**src/hdl/assert_macros.svh**
```systemverilog
// Assertion helpers for the RTL, included by brusselator_rk4_step.
`ifndef ASSERT_MACROS_SVH
`define ASSERT_MACROS_SVH

// Same-cycle implication, sampled on clk and held off during reset.
`define ASSERT_IMPL(lbl, ante, cons, msg) \
	lbl: assert property (@(posedge clk) disable iff (!arst_n) (ante) |-> (cons)) \
		else $error(msg);

// Next-cycle implication, sampled on clk and held off during reset.
`define ASSERT_NEXT(lbl, ante, cons, msg) \
	lbl: assert property (@(posedge clk) disable iff (!arst_n) (ante) |=> (cons)) \
		else $error(msg);

`endif

```
**src/hdl/brs_pkg.sv**
```systemverilog
package brs_pkg;

	// Field widths.
	localparam int QW   = 32;   // Q16.16 state and result width
	localparam int CW   = 31;   // coefficient register width
	localparam int DW   = 17;   // step size register width
	localparam int IW   = 2;    // configuration index width
	localparam int SW   = 35;   // width of k1 + 2*k2 + 2*k3 + k4

	// Digit-serial multiplier: 36-bit signed operands, 4-bit digits.
	localparam int MW   = 36;
	localparam int PW   = 2 * MW;
	localparam int DIGW = 4;
	localparam int NDIG = MW / DIGW;
	localparam int CNTW = $clog2(NDIG);

	// Bit-serial division by three of an offset, nonnegative dividend.
	localparam int DIVW  = 40;
	localparam int DCNTW = $clog2(DIVW);
	localparam int DOFSB = 37;

	typedef enum logic [2:0] {
		ST_IDLE,
		ST_LOAD,
		ST_MUL,
		ST_WB,
		ST_COMB,
		ST_DIV,
		ST_FIN,
		ST_DONE
	} state_t;

	typedef enum logic [2:0] {
		OP_AX,
		OP_TX,
		OP_TY,
		OP_BX,
		OP_INCX,
		OP_INCY,
		OP_FINX,
		OP_FINY
	} op_t;

	typedef enum logic [IW-1:0] {
		REG_COEF_A,
		REG_COEF_B,
		REG_STEP_SIZE
	} reg_idx_t;

	localparam logic ACT_STEP = 1'b0;
	localparam logic ACT_LOAD = 1'b1;

	typedef struct packed {
		logic                 ov;
		logic signed [QW-1:0] val;
	} sat_t;

	// Clamp a wide signed value to 32 bits and flag the clamp.
	function automatic sat_t sat32(input logic signed [PW-1:0] v);
		sat_t r;
		r.ov = !((&v[PW-1:QW-1]) || (~|v[PW-1:QW-1]));
		if (r.ov) begin
			r.val = v[PW-1] ? {1'b1, {(QW-1){1'b0}}} : {1'b0, {(QW-1){1'b1}}};
		end else begin
			r.val = v[QW-1:0];
		end
		return r;
	endfunction

endpackage

```
**src/hdl/brs_ifs.sv**
```systemverilog
interface brs_req_if;
	logic                          valid;
	logic                          ready;
	logic                          action;
	logic signed [brs_pkg::QW-1:0] load_x;
	logic signed [brs_pkg::QW-1:0] load_y;
	modport source (output valid, action, load_x, load_y, input ready);
	modport sink   (input valid, action, load_x, load_y, output ready);
endinterface

interface brs_rsp_if;
	logic                          valid;
	logic                          ready;
	logic signed [brs_pkg::QW-1:0] new_x;
	logic signed [brs_pkg::QW-1:0] new_y;
	logic                          overflow;
	modport source (output valid, new_x, new_y, overflow, input ready);
	modport sink   (input valid, new_x, new_y, overflow, output ready);
endinterface

interface brs_cfg_if;
	logic                          valid;
	logic                          ready;
	logic [brs_pkg::IW-1:0]        index;
	logic [brs_pkg::QW-1:0]        data;
	modport source (output valid, index, data, input ready);
	modport sink   (input valid, index, data, output ready);
endinterface

```
**src/hdl/brusselator_rk4_step.sv**
```systemverilog
// Brusselator integrator: holds concentrations x and y in signed Q16.16.
// Channel req carries one item: action 0 advances x and y by one classic
// fourth-order Runge-Kutta step of size dt, action 1 loads load_x and load_y.
// Channel rsp returns one item per request: new x, new y and an overflow
// flag that is set when any intermediate value or result was clamped.
// Channel cfg writes coef_a (index 0), coef_b (index 1) and step_size
// (index 2); it is always ready and should only be used while idle.
// A load item goes to x and y when accepted and, in ST_DONE, on to the output register once that register is free.
// A step item runs 24 products through one digit-serial multiplier (4-bit
// digits, each product with operand load and write-back), four derivative
// combine steps, two divisions by three (40 quotient bits and a final add)
// for the dt/6 scaling, and a hand-over to the output register.
// Only one item is processed at a time; the next item can be accepted in the
// cycle after the result has moved to the output register. A stalled result
// holds in the output register and only blocks the block when the next
// result is done.
// Reset (arst_n low) clears x and y to zero, restores coef_a = 1.0,
// coef_b = 10.0 and dt = 655/65536, and empties the output register.
module brusselator_rk4_step (
	input logic         clk,
	input logic         arst_n,
	brs_req_if.sink     req,
	brs_rsp_if.source   rsp,
	brs_cfg_if.sink     cfg
);

	localparam int QW = brs_pkg::QW;
	localparam int PW = brs_pkg::PW;
	localparam int MW = brs_pkg::MW;
	localparam int SW = brs_pkg::SW;
	localparam int DIVW = brs_pkg::DIVW;
	localparam int DIGW = brs_pkg::DIGW;
	localparam logic [DIVW-1:0] DIV_OFS = DIVW'(3) << brs_pkg::DOFSB;
	localparam logic signed [DIVW:0] DIV_BIAS = (DIVW+1)'(1) << brs_pkg::DOFSB;

	brs_pkg::state_t state_q, state_d;
	brs_pkg::op_t    op_q;
	logic [1:0]      stage_q;

	// Configuration registers.
	logic [brs_pkg::CW-1:0] coef_a_q, coef_b_q;
	logic [brs_pkg::DW-1:0] dt_q;

	// Integrator state and per-step working values.
	logic signed [QW-1:0] x0_q, y0_q, xs_q, ys_q, t_q, bx_q, kx_q, ky_q;
	logic signed [SW-1:0] sumx_q, sumy_q;
	logic                 ovf_q;

	// Multiplier: multiplicand shifts left one digit per cycle, multiplier
	// shifts right, and the partial products accumulate in acc_q.
	logic signed [PW-1:0]        a_q, acc_q;
	logic [MW-1:0]               b_q;
	logic [brs_pkg::CNTW-1:0]    cnt_q;
	logic signed [DIGW:0]        digit;
	logic signed [PW-1:0]        term;
	logic signed [PW-1:0]        opa;
	logic [MW-1:0]               opb;

	// Division by three, one quotient bit per cycle.
	logic [DIVW-1:0]             div_n_q;
	logic [1:0]                  div_r_q;
	logic [brs_pkg::DCNTW-1:0]   div_cnt_q;
	logic [2:0]                  div_r3;
	logic                        div_ge;

	// Output register.
	logic                 out_valid_q, out_ov_q;
	logic signed [QW-1:0] out_x_q, out_y_q;

	// Write-back values.
	logic signed [PW-1:0] r16, r17, rinc, rfin, half, kxw, kyw, finv;
	logic signed [DIVW:0] divres;
	brs_pkg::sat_t        s_prod, s_inc, s_kx, s_ky, s_fin;
	logic signed [QW-1:0] base;

	logic req_acc, out_free, last_dig, last_div;

	// ---------------------------------------------------------------------
	// Handshake outputs.
	always_comb begin
		req.ready    = (state_q == brs_pkg::ST_IDLE);
		cfg.ready    = 1'b1;
		rsp.valid    = out_valid_q;
		rsp.new_x    = out_x_q;
		rsp.new_y    = out_y_q;
		rsp.overflow = out_ov_q;
	end

	assign req_acc  = req.valid && req.ready;
	assign out_free = !out_valid_q || rsp.ready;
	assign last_dig = (cnt_q == brs_pkg::CNTW'(brs_pkg::NDIG - 1));
	assign last_div = (div_cnt_q == brs_pkg::DCNTW'(DIVW - 1));

	// ---------------------------------------------------------------------
	// Next state.
	always_comb begin
		state_d = state_q;
		case (state_q)
			brs_pkg::ST_IDLE: begin
				if (req_acc) begin
					state_d = (req.action == brs_pkg::ACT_LOAD) ? brs_pkg::ST_DONE
						: brs_pkg::ST_LOAD;
				end
			end
			brs_pkg::ST_LOAD: state_d = brs_pkg::ST_MUL;
			brs_pkg::ST_MUL: begin
				if (last_dig) begin
					state_d = brs_pkg::ST_WB;
				end
			end
			brs_pkg::ST_WB: begin
				case (op_q)
					brs_pkg::OP_BX:   state_d = brs_pkg::ST_COMB;
					brs_pkg::OP_FINX,
					brs_pkg::OP_FINY: state_d = brs_pkg::ST_DIV;
					default:          state_d = brs_pkg::ST_LOAD;
				endcase
			end
			brs_pkg::ST_COMB: state_d = brs_pkg::ST_LOAD;
			brs_pkg::ST_DIV: begin
				if (last_div) begin
					state_d = brs_pkg::ST_FIN;
				end
			end
			brs_pkg::ST_FIN: begin
				state_d = (op_q == brs_pkg::OP_FINX) ? brs_pkg::ST_LOAD
					: brs_pkg::ST_DONE;
			end
			brs_pkg::ST_DONE: begin
				if (out_free) begin
					state_d = brs_pkg::ST_IDLE;
				end
			end
			default: state_d = brs_pkg::ST_IDLE;
		endcase
	end

	// ---------------------------------------------------------------------
	// Operand selection and multiplier digit.
	always_comb begin
		opa = '0;
		opb = '0;
		case (op_q)
			brs_pkg::OP_AX: begin
				opa = PW'(coef_a_q);
				opb = MW'(xs_q);
			end
			brs_pkg::OP_TX: begin
				opa = PW'(t_q);
				opb = MW'(xs_q);
			end
			brs_pkg::OP_TY: begin
				opa = PW'(t_q);
				opb = MW'(ys_q);
			end
			brs_pkg::OP_BX: begin
				opa = PW'(coef_b_q);
				opb = MW'(xs_q);
			end
			brs_pkg::OP_INCX: begin
				opa = PW'(kx_q);
				opb = MW'(dt_q);
			end
			brs_pkg::OP_INCY: begin
				opa = PW'(ky_q);
				opb = MW'(dt_q);
			end
			brs_pkg::OP_FINX: begin
				opa = PW'(sumx_q);
				opb = MW'(dt_q);
			end
			brs_pkg::OP_FINY: begin
				opa = PW'(sumy_q);
				opb = MW'(dt_q);
			end
			default: begin
				opa = '0;
				opb = '0;
			end
		endcase
		// The top digit carries the sign of the multiplier.
		digit = {last_dig & b_q[DIGW-1], b_q[DIGW-1:0]};
		term  = a_q * digit;
	end

	// ---------------------------------------------------------------------
	// Rounding, saturation and derivative arithmetic.
	always_comb begin
		r16    = (acc_q + (PW'(1) <<< 15)) >>> 16;
		r17    = (acc_q + (PW'(1) <<< 16)) >>> 17;
		// Half steps for k1 and k2, a full step for k3.
		rinc   = (stage_q == 2'd2) ? r16 : r17;
		base   = (op_q == brs_pkg::OP_INCY || op_q == brs_pkg::OP_FINY) ? y0_q : x0_q;
		s_prod = brs_pkg::sat32(r16);
		s_inc  = brs_pkg::sat32(PW'(base) + rinc);
		// dt*sum/(6*65536), rounded to nearest: add 3*2^16, shift right by 16, then
		// floor-halve, then floor-divide by three.
		rfin   = (acc_q + PW'(196608)) >>> 16;
		half   = rfin >>> 1;
		kxw    = PW'(32'sh0001_0000) - (PW'(bx_q) + PW'(xs_q)) + PW'(t_q);
		kyw    = PW'(bx_q) - PW'(t_q);
		s_kx   = brs_pkg::sat32(kxw);
		s_ky   = brs_pkg::sat32(kyw);
		divres = $signed({1'b0, div_n_q}) - DIV_BIAS;
		finv   = PW'(base) + PW'(divres);
		s_fin  = brs_pkg::sat32(finv);
		div_r3 = {div_r_q, div_n_q[DIVW-1]};
		div_ge = (div_r3 >= 3'd3);
	end

	// ---------------------------------------------------------------------
	// Control registers.
	always_ff @(posedge clk or negedge arst_n) begin
		if (!arst_n) begin
			state_q     <= brs_pkg::ST_IDLE;
			op_q        <= brs_pkg::OP_AX;
			stage_q     <= '0;
			cnt_q       <= '0;
			div_cnt_q   <= '0;
			coef_a_q    <= brs_pkg::CW'(65536);
			coef_b_q    <= brs_pkg::CW'(655360);
			dt_q        <= brs_pkg::DW'(655);
			x0_q        <= '0;
			y0_q        <= '0;
			ovf_q       <= 1'b0;
			out_valid_q <= 1'b0;
		end else begin
			state_q <= state_d;

			if (cfg.valid && cfg.ready) begin
				case (brs_pkg::reg_idx_t'(cfg.index))
					brs_pkg::REG_COEF_A:    coef_a_q <= cfg.data[brs_pkg::CW-1:0];
					brs_pkg::REG_COEF_B:    coef_b_q <= cfg.data[brs_pkg::CW-1:0];
					brs_pkg::REG_STEP_SIZE: dt_q     <= cfg.data[brs_pkg::DW-1:0];
					default: ;
				endcase
			end

			// A new result fills the output register; otherwise a taken one empties it.
			if (state_q == brs_pkg::ST_DONE && out_free) begin
				out_valid_q <= 1'b1;
			end else if (rsp.valid && rsp.ready) begin
				out_valid_q <= 1'b0;
			end

			case (state_q)
				brs_pkg::ST_IDLE: begin
					if (req_acc) begin
						ovf_q   <= 1'b0;
						op_q    <= brs_pkg::OP_AX;
						stage_q <= '0;
						if (req.action == brs_pkg::ACT_LOAD) begin
							x0_q <= req.load_x;
							y0_q <= req.load_y;
						end
					end
				end
				brs_pkg::ST_LOAD: cnt_q <= '0;
				brs_pkg::ST_MUL:  cnt_q <= cnt_q + 1'b1;
				brs_pkg::ST_WB: begin
					div_cnt_q <= '0;
					case (op_q)
						brs_pkg::OP_AX: begin
							op_q  <= brs_pkg::OP_TX;
							ovf_q <= ovf_q | s_prod.ov;
						end
						brs_pkg::OP_TX: begin
							op_q  <= brs_pkg::OP_TY;
							ovf_q <= ovf_q | s_prod.ov;
						end
						brs_pkg::OP_TY: begin
							op_q  <= brs_pkg::OP_BX;
							ovf_q <= ovf_q | s_prod.ov;
						end
						brs_pkg::OP_BX:   ovf_q <= ovf_q | s_prod.ov;
						brs_pkg::OP_INCX: begin
							op_q  <= brs_pkg::OP_INCY;
							ovf_q <= ovf_q | s_inc.ov;
						end
						brs_pkg::OP_INCY: begin
							op_q    <= brs_pkg::OP_AX;
							stage_q <= stage_q + 1'b1;
							ovf_q   <= ovf_q | s_inc.ov;
						end
						default: ;
					endcase
				end
				brs_pkg::ST_COMB: begin
					ovf_q <= ovf_q | s_kx.ov | s_ky.ov;
					op_q  <= (stage_q == 2'd3) ? brs_pkg::OP_FINX : brs_pkg::OP_INCX;
				end
				brs_pkg::ST_DIV: div_cnt_q <= div_cnt_q + 1'b1;
				brs_pkg::ST_FIN: begin
					ovf_q <= ovf_q | s_fin.ov;
					if (op_q == brs_pkg::OP_FINX) begin
						x0_q <= s_fin.val;
						op_q <= brs_pkg::OP_FINY;
					end else begin
						y0_q <= s_fin.val;
					end
				end
				default: ;
			endcase
		end
	end

	// ---------------------------------------------------------------------
	// Datapath registers.
	always_ff @(posedge clk) begin
		case (state_q)
			brs_pkg::ST_IDLE: begin
				xs_q   <= x0_q;
				ys_q   <= y0_q;
				sumx_q <= '0;
				sumy_q <= '0;
			end
			brs_pkg::ST_LOAD: begin
				a_q   <= opa;
				b_q   <= opb;
				acc_q <= '0;
			end
			brs_pkg::ST_MUL: begin
				acc_q <= acc_q + term;
				a_q   <= a_q <<< DIGW;
				b_q   <= b_q >> DIGW;
			end
			brs_pkg::ST_WB: begin
				div_r_q <= '0;
				div_n_q <= DIVW'(half) + DIV_OFS;
				case (op_q)
					brs_pkg::OP_AX,
					brs_pkg::OP_TX,
					brs_pkg::OP_TY:   t_q  <= s_prod.val;
					brs_pkg::OP_BX:   bx_q <= s_prod.val;
					brs_pkg::OP_INCX: xs_q <= s_inc.val;
					brs_pkg::OP_INCY: ys_q <= s_inc.val;
					default: ;
				endcase
			end
			brs_pkg::ST_COMB: begin
				kx_q <= s_kx.val;
				ky_q <= s_ky.val;
				if (stage_q == 2'd1 || stage_q == 2'd2) begin
					sumx_q <= sumx_q + (SW'(s_kx.val) <<< 1);
					sumy_q <= sumy_q + (SW'(s_ky.val) <<< 1);
				end else begin
					sumx_q <= sumx_q + SW'(s_kx.val);
					sumy_q <= sumy_q + SW'(s_ky.val);
				end
			end
			brs_pkg::ST_DIV: begin
				div_r_q <= div_ge ? 2'(div_r3 - 3'd3) : div_r3[1:0];
				div_n_q <= {div_n_q[DIVW-2:0], div_ge};
			end
			brs_pkg::ST_DONE: begin
				if (out_free) begin
					out_x_q  <= x0_q;
					out_y_q  <= y0_q;
					out_ov_q <= ovf_q;
				end
			end
			default: ;
		endcase
	end

	// ---------------------------------------------------------------------
	// Assertions.
	`include "assert_macros.svh"

	`ASSERT_NEXT(a_mul_ends, state_q == brs_pkg::ST_MUL && last_dig, state_q == brs_pkg::ST_WB, "mul")
	`ASSERT_IMPL(a_div_final, state_q == brs_pkg::ST_DIV, stage_q == 2'd3, "early division")
	`ASSERT_NEXT(a_load_done, req_acc && req.action, state_q == brs_pkg::ST_DONE, "load")

endmodule

```
**src/flat_wrapper.sv**
```systemverilog
// flat-port wrapper written by rule: the top's interface ports become plain ports
module brusselator_rk4_step_flat 
  (clk, arst_n, req_valid, req_action, req_load_x, req_load_y, req_ready, rsp_valid, rsp_new_x, rsp_new_y, rsp_overflow, rsp_ready, cfg_valid, cfg_index, cfg_data, cfg_ready);
  brs_req_if req_i ();
  brs_rsp_if rsp_i ();
  brs_cfg_if cfg_i ();
  input logic clk;
  input logic arst_n;
  input wire logic [$bits(req_i.valid)-1:0] req_valid;
  input wire logic [$bits(req_i.action)-1:0] req_action;
  input wire logic [$bits(req_i.load_x)-1:0] req_load_x;
  input wire logic [$bits(req_i.load_y)-1:0] req_load_y;
  output wire logic [$bits(req_i.ready)-1:0] req_ready;
  output wire logic [$bits(rsp_i.valid)-1:0] rsp_valid;
  output wire logic [$bits(rsp_i.new_x)-1:0] rsp_new_x;
  output wire logic [$bits(rsp_i.new_y)-1:0] rsp_new_y;
  output wire logic [$bits(rsp_i.overflow)-1:0] rsp_overflow;
  input wire logic [$bits(rsp_i.ready)-1:0] rsp_ready;
  input wire logic [$bits(cfg_i.valid)-1:0] cfg_valid;
  input wire logic [$bits(cfg_i.index)-1:0] cfg_index;
  input wire logic [$bits(cfg_i.data)-1:0] cfg_data;
  output wire logic [$bits(cfg_i.ready)-1:0] cfg_ready;
  assign req_i.valid = req_valid;
  assign req_i.action = req_action;
  assign req_i.load_x = req_load_x;
  assign req_i.load_y = req_load_y;
  assign req_ready = req_i.ready;
  assign rsp_valid = rsp_i.valid;
  assign rsp_new_x = rsp_i.new_x;
  assign rsp_new_y = rsp_i.new_y;
  assign rsp_overflow = rsp_i.overflow;
  assign rsp_i.ready = rsp_ready;
  assign cfg_i.valid = cfg_valid;
  assign cfg_i.index = cfg_index;
  assign cfg_i.data = cfg_data;
  assign cfg_ready = cfg_i.ready;
  brusselator_rk4_step u_core (.clk(clk), .arst_n(arst_n), .req(req_i), .rsp(rsp_i), .cfg(cfg_i));
endmodule
```
**config.mk**
```make
export PLATFORM = sky130hd
export DESIGN_NAME = brusselator_rk4_step_flat
export DESIGN_NICKNAME = d
export VERILOG_FILES = /design/src/hdl/brs_pkg.sv /design/src/hdl/brs_ifs.sv /design/src/hdl/brusselator_rk4_step.sv /design/src/flat_wrapper.sv
export VERILOG_INCLUDE_DIRS = /design/src /design/src/hdl
export SDC_FILE = /design/constraint.sdc
export NUM_CORES = 2
export LEC_CHECK = 0
export ABC_AREA = 0
export BUFFER_PORTS_ARGS = -buffer_cell sky130_fd_sc_hd__buf_2
export CAP_MARGIN = 20
export CORE_MARGIN = 4
export CORE_UTILIZATION = 30
export CTS_CLUSTER_DIAMETER = 60
export CTS_CLUSTER_SIZE = 12
export DETAILED_ROUTE_END_ITERATION = 10
export HOLD_SLACK_MARGIN = 0.03
export MAX_ROUTING_LAYER = met4
export PLACE_DENSITY = 0.41
export SLEW_MARGIN = 20
export SYNTH_ARGS = -nofsm -noshare
export SYNTH_HDL_FRONTEND = slang
export SYNTH_SLANG_ARGS = --single-unit
```
**constraint.sdc**
```tcl
create_clock -name clk -period 13.25 [get_ports clk]
set_clock_uncertainty 0.1 [all_clocks]
set_input_delay 1.325 -clock clk [delete_from_list [all_inputs] [get_ports clk]]
set_output_delay 1.325 -clock clk [all_outputs]
set_load 0.005 [all_outputs]
```
==> results.md <==
- Vias: 51734
- Outcome: finished, final reports clean
- Ys Warns: 0
- Max Freq: ~85 MHz
- CTS clk-pin slew, worst paths: 0.06 ns
- Post-route DRC: 0
- P&R area growth vs syn: 12.0%
- Gr usage total: roughly 23%
- Netlist Area Pre-Place: about 63000 sq um
- Initial antenna violation count: 19
- Register bit total from synthesis: approximately 710
- Die width: roughly 470 microns
- Core area: between 200000 and 250000 sq um
- Synth Flop Type: edfxtp_1
- Crit-path max FO: 5
- Post-synth top area cell: edfxtp_1
- Top-count cell post-synth: nand2_1
- Actual slew at the worst max-slew pin: about 1.2 ns
- Fin. max-slew vios: 0
- ANT nets after route: 0
- DR iter-0 viols: around 4200
- Avg Inst Size Synth: 9.30 sq um
- WS Path Type: register to register
- Unique masters post-synth: around 100
- Mapped Cells: a little under 7000
- Critical path's top delay family: compound AO/OA/AOI/OAI gates
- Post-CTS sizing: 0
- Total of max-cap violations: 0
- Hold buffers post-CTS: 0
- Total CTS buffers: about 110
- CP endpoint: u_core.sumx_q[31]$_SDFFCE_PN0P_
- Final nets: approximately 7700
- Die area: between 200000 and 250000 sq um
- Vias per cell: around 5.3
- Fin crit share: 89.2%
- R2R setup slack: 1.44 ns
- Setup TNS: 0 ns
- Post-CTS Setup Inserts: 0
- Unrepaired setup endpoints after global routing: false
- Syn nets: approximately 7700
- Post-DP HPWL: 190 mm
- Total gr overflow: 0
- EDFF count, synth: 546
- CP startpoint: u_core.bx_q[1]$_DFFE_PP_
- Reg2reg end: u_core.sumx_q[31]$_SDFFCE_PN0P_
- Starting Density: 30.1%
- Root buffer cell: clkbuf_16
- Share of cells above drive strength 1: 10.2%
- Final setup fails: 0
- Routed WL per cell: 25.1 microns
- Buffers on Ports: about 170
- Dominant cells by area after synthesis: edfxtp_1, ha_1, fa_1
- CP most frequent cell: a21oi_1
- Clock Tree Buf Depth: 3
- Clk sinks: approximately 710
- GPL Wtd Cong: a little over 0.9
- Hold Path Class: register to register
- Largest net degree at the start of global routing: around 110
- Fillers: approximately 22000
- Required @ worst endpoint: approximately 14 ns
- Register area share after synthesis: between 30% and 40%
- Crit path DAT: 12.33 ns
- Rel. slew slack: around a fifth
- Slowest-stage cell, CP: a2111oi_0
- Critical path capture point type: register
- Worst R2R Path Depth: 45
- H-tree depth: 3
- TritonCTS clock tree: done
- Drt total wl: about 240 mm
- Chip height: 467 microns
- First-pass GRT wire length: 358 mm
- Vias in the first global route: 51585
- FP Rows: 168
- Hold Fails Final Rpt: 0
- R2R Path Start: u_core.bx_q[1]$_DFFE_PP_
- Share of flip-flops with an asynchronous set or reset: a little under a quarter
- Synth cell count leaders: nand2_1, edfxtp_1, ha_1, a21oi_1, nor2_1
- Buf/Inv on CP: 0
- I/O pin count: about 170
- Clock Latency Late Sink: around 0.79 ns
- CP startpoint kind: register
- Crit-path max cell delay: 0.86 ns
- Minimum clock period: around 12 ns
- Post-synth top area share: about a quarter
- Pre-antenna DRT Iters: 6
- Cell count along the critical path: 45
[kinds of logic after synthesis]
logic type | share of synthesized area [%]
AO/OA/AOI/OAI | 18.9
XOR/XNOR | 6.59
adder cells (fa/ha/maj) | 19.2
buffers and inverters | 3.95
flip-flops | 32.5
multiplexers | 3.07
other | 0.00594
AND/OR/NAND/NOR | 15.8
[placed cells by master (no fill, tap or decap), drive strengths merged, types with 27 or more instances in the layout]
cell type	instances
a211oi	78
a21o	278
a21oi	508
a221oi	76
a31oi	35
and2	180
and3	58
buf	251
clkbuf	138
dfrtp	154
edfxtp	546
fa	283
ha	511
inv	343
mux2	101
mux2i	55
nand2	777
nand2b	56
nand3	103
nand4	94
nor2	496
nor2b	66
nor3	97
nor4	29
o211ai	34
o21a	118
o21ai	439
o21bai	59
o22ai	32
o31ai	30
or2	91
or3	27
xnor2	282
xor2	193
[area by class of cell]
cell class | instances | area [sq um] | area share, %
flip-flops and latches | 709 | 20500 | 29.0
multi-input cells | 5425 | 40300 | 57.0
diodes | 10 | 25.0 | 0.0354
repair buffers | 252 | 1490 | 2.11
clock inverters | 63 | 756 | 1.07
well taps | 2805 | 3510 | 4.97
clock buffers | 137 | 2880 | 4.08
inverters | 318 | 1200 | 1.70
[routing by layer]
metal / global-route usage, % / vias to the layer above / share of wire (%) / wire length, microns
met5: - / - / 0 / 0
met4: 6.21 / 0 / 2.8 / 6750
met3: 2.59 / 269 / 4.7 / 11400
met2: 34.5 / 1262 / 45 / 109000
met1: 31.8 / 25784 / 48 / 117000
li1: - / 24419 / - / -
[worst min path at each step]
| stage | from | to | slack (ns) | depth (start not counted) |
|---|---|---|---|---|
| global route | u_core.coef_a_q[13]$_DFFE_PN0P_ | u_core.coef_a_q[13]$_DFFE_PN0P_ | 0.41 | 1 |
| finish | u_core.div_cnt_q[5]$_DFFE_PN0P_ | u_core.div_cnt_q[5]$_DFFE_PN0P_ | 0.38 | 1 |
| floorplan | u_core.div_cnt_q[5]$_DFFE_PN0P_ | u_core.div_cnt_q[5]$_DFFE_PN0P_ | 0.34 | 1 |
| global placement | u_core.cnt_q[3]$_DFFE_PN0P_ | u_core.cnt_q[3]$_DFFE_PN0P_ | 0.37 | 1 |
| CTS | u_core.div_cnt_q[5]$_DFFE_PN0P_ | u_core.div_cnt_q[5]$_DFFE_PN0P_ | 0.38 | 1 |
| detailed placement | u_core.div_cnt_q[5]$_DFFE_PN0P_ | u_core.div_cnt_q[5]$_DFFE_PN0P_ | 0.37 | 1 |
[metrics by stage]
step           worst slack, ns  hold WS, ns  cell area [sq um]  utilization (%)  cells
2_1_floorplan             3.93        0.344              63100                -   6784
3_3_place_gp              1.48        0.375              67000             32.0   9508
3_5_place_dp              1.47        0.373              67000             32.0   9508
4_1_cts                   1.42        0.380              70600             33.7   9708
5_1_grt                  0.622        0.408              70700             33.7   9718
6_report                  1.44        0.381              70700             33.7   9719
[registers in the layout (all words and copies together) (netlist names), 33 cells and up]
register	count
u_core.b_q	33
u_core.acc_q	72
u_core.sumx_q	35
u_core.div_n_q	40
u_core.a_q	72
u_core.sumy_q	35
Power is not shown: default switching activity piles up to over one toggle a cycle in this logic, so the estimate is an artifact.
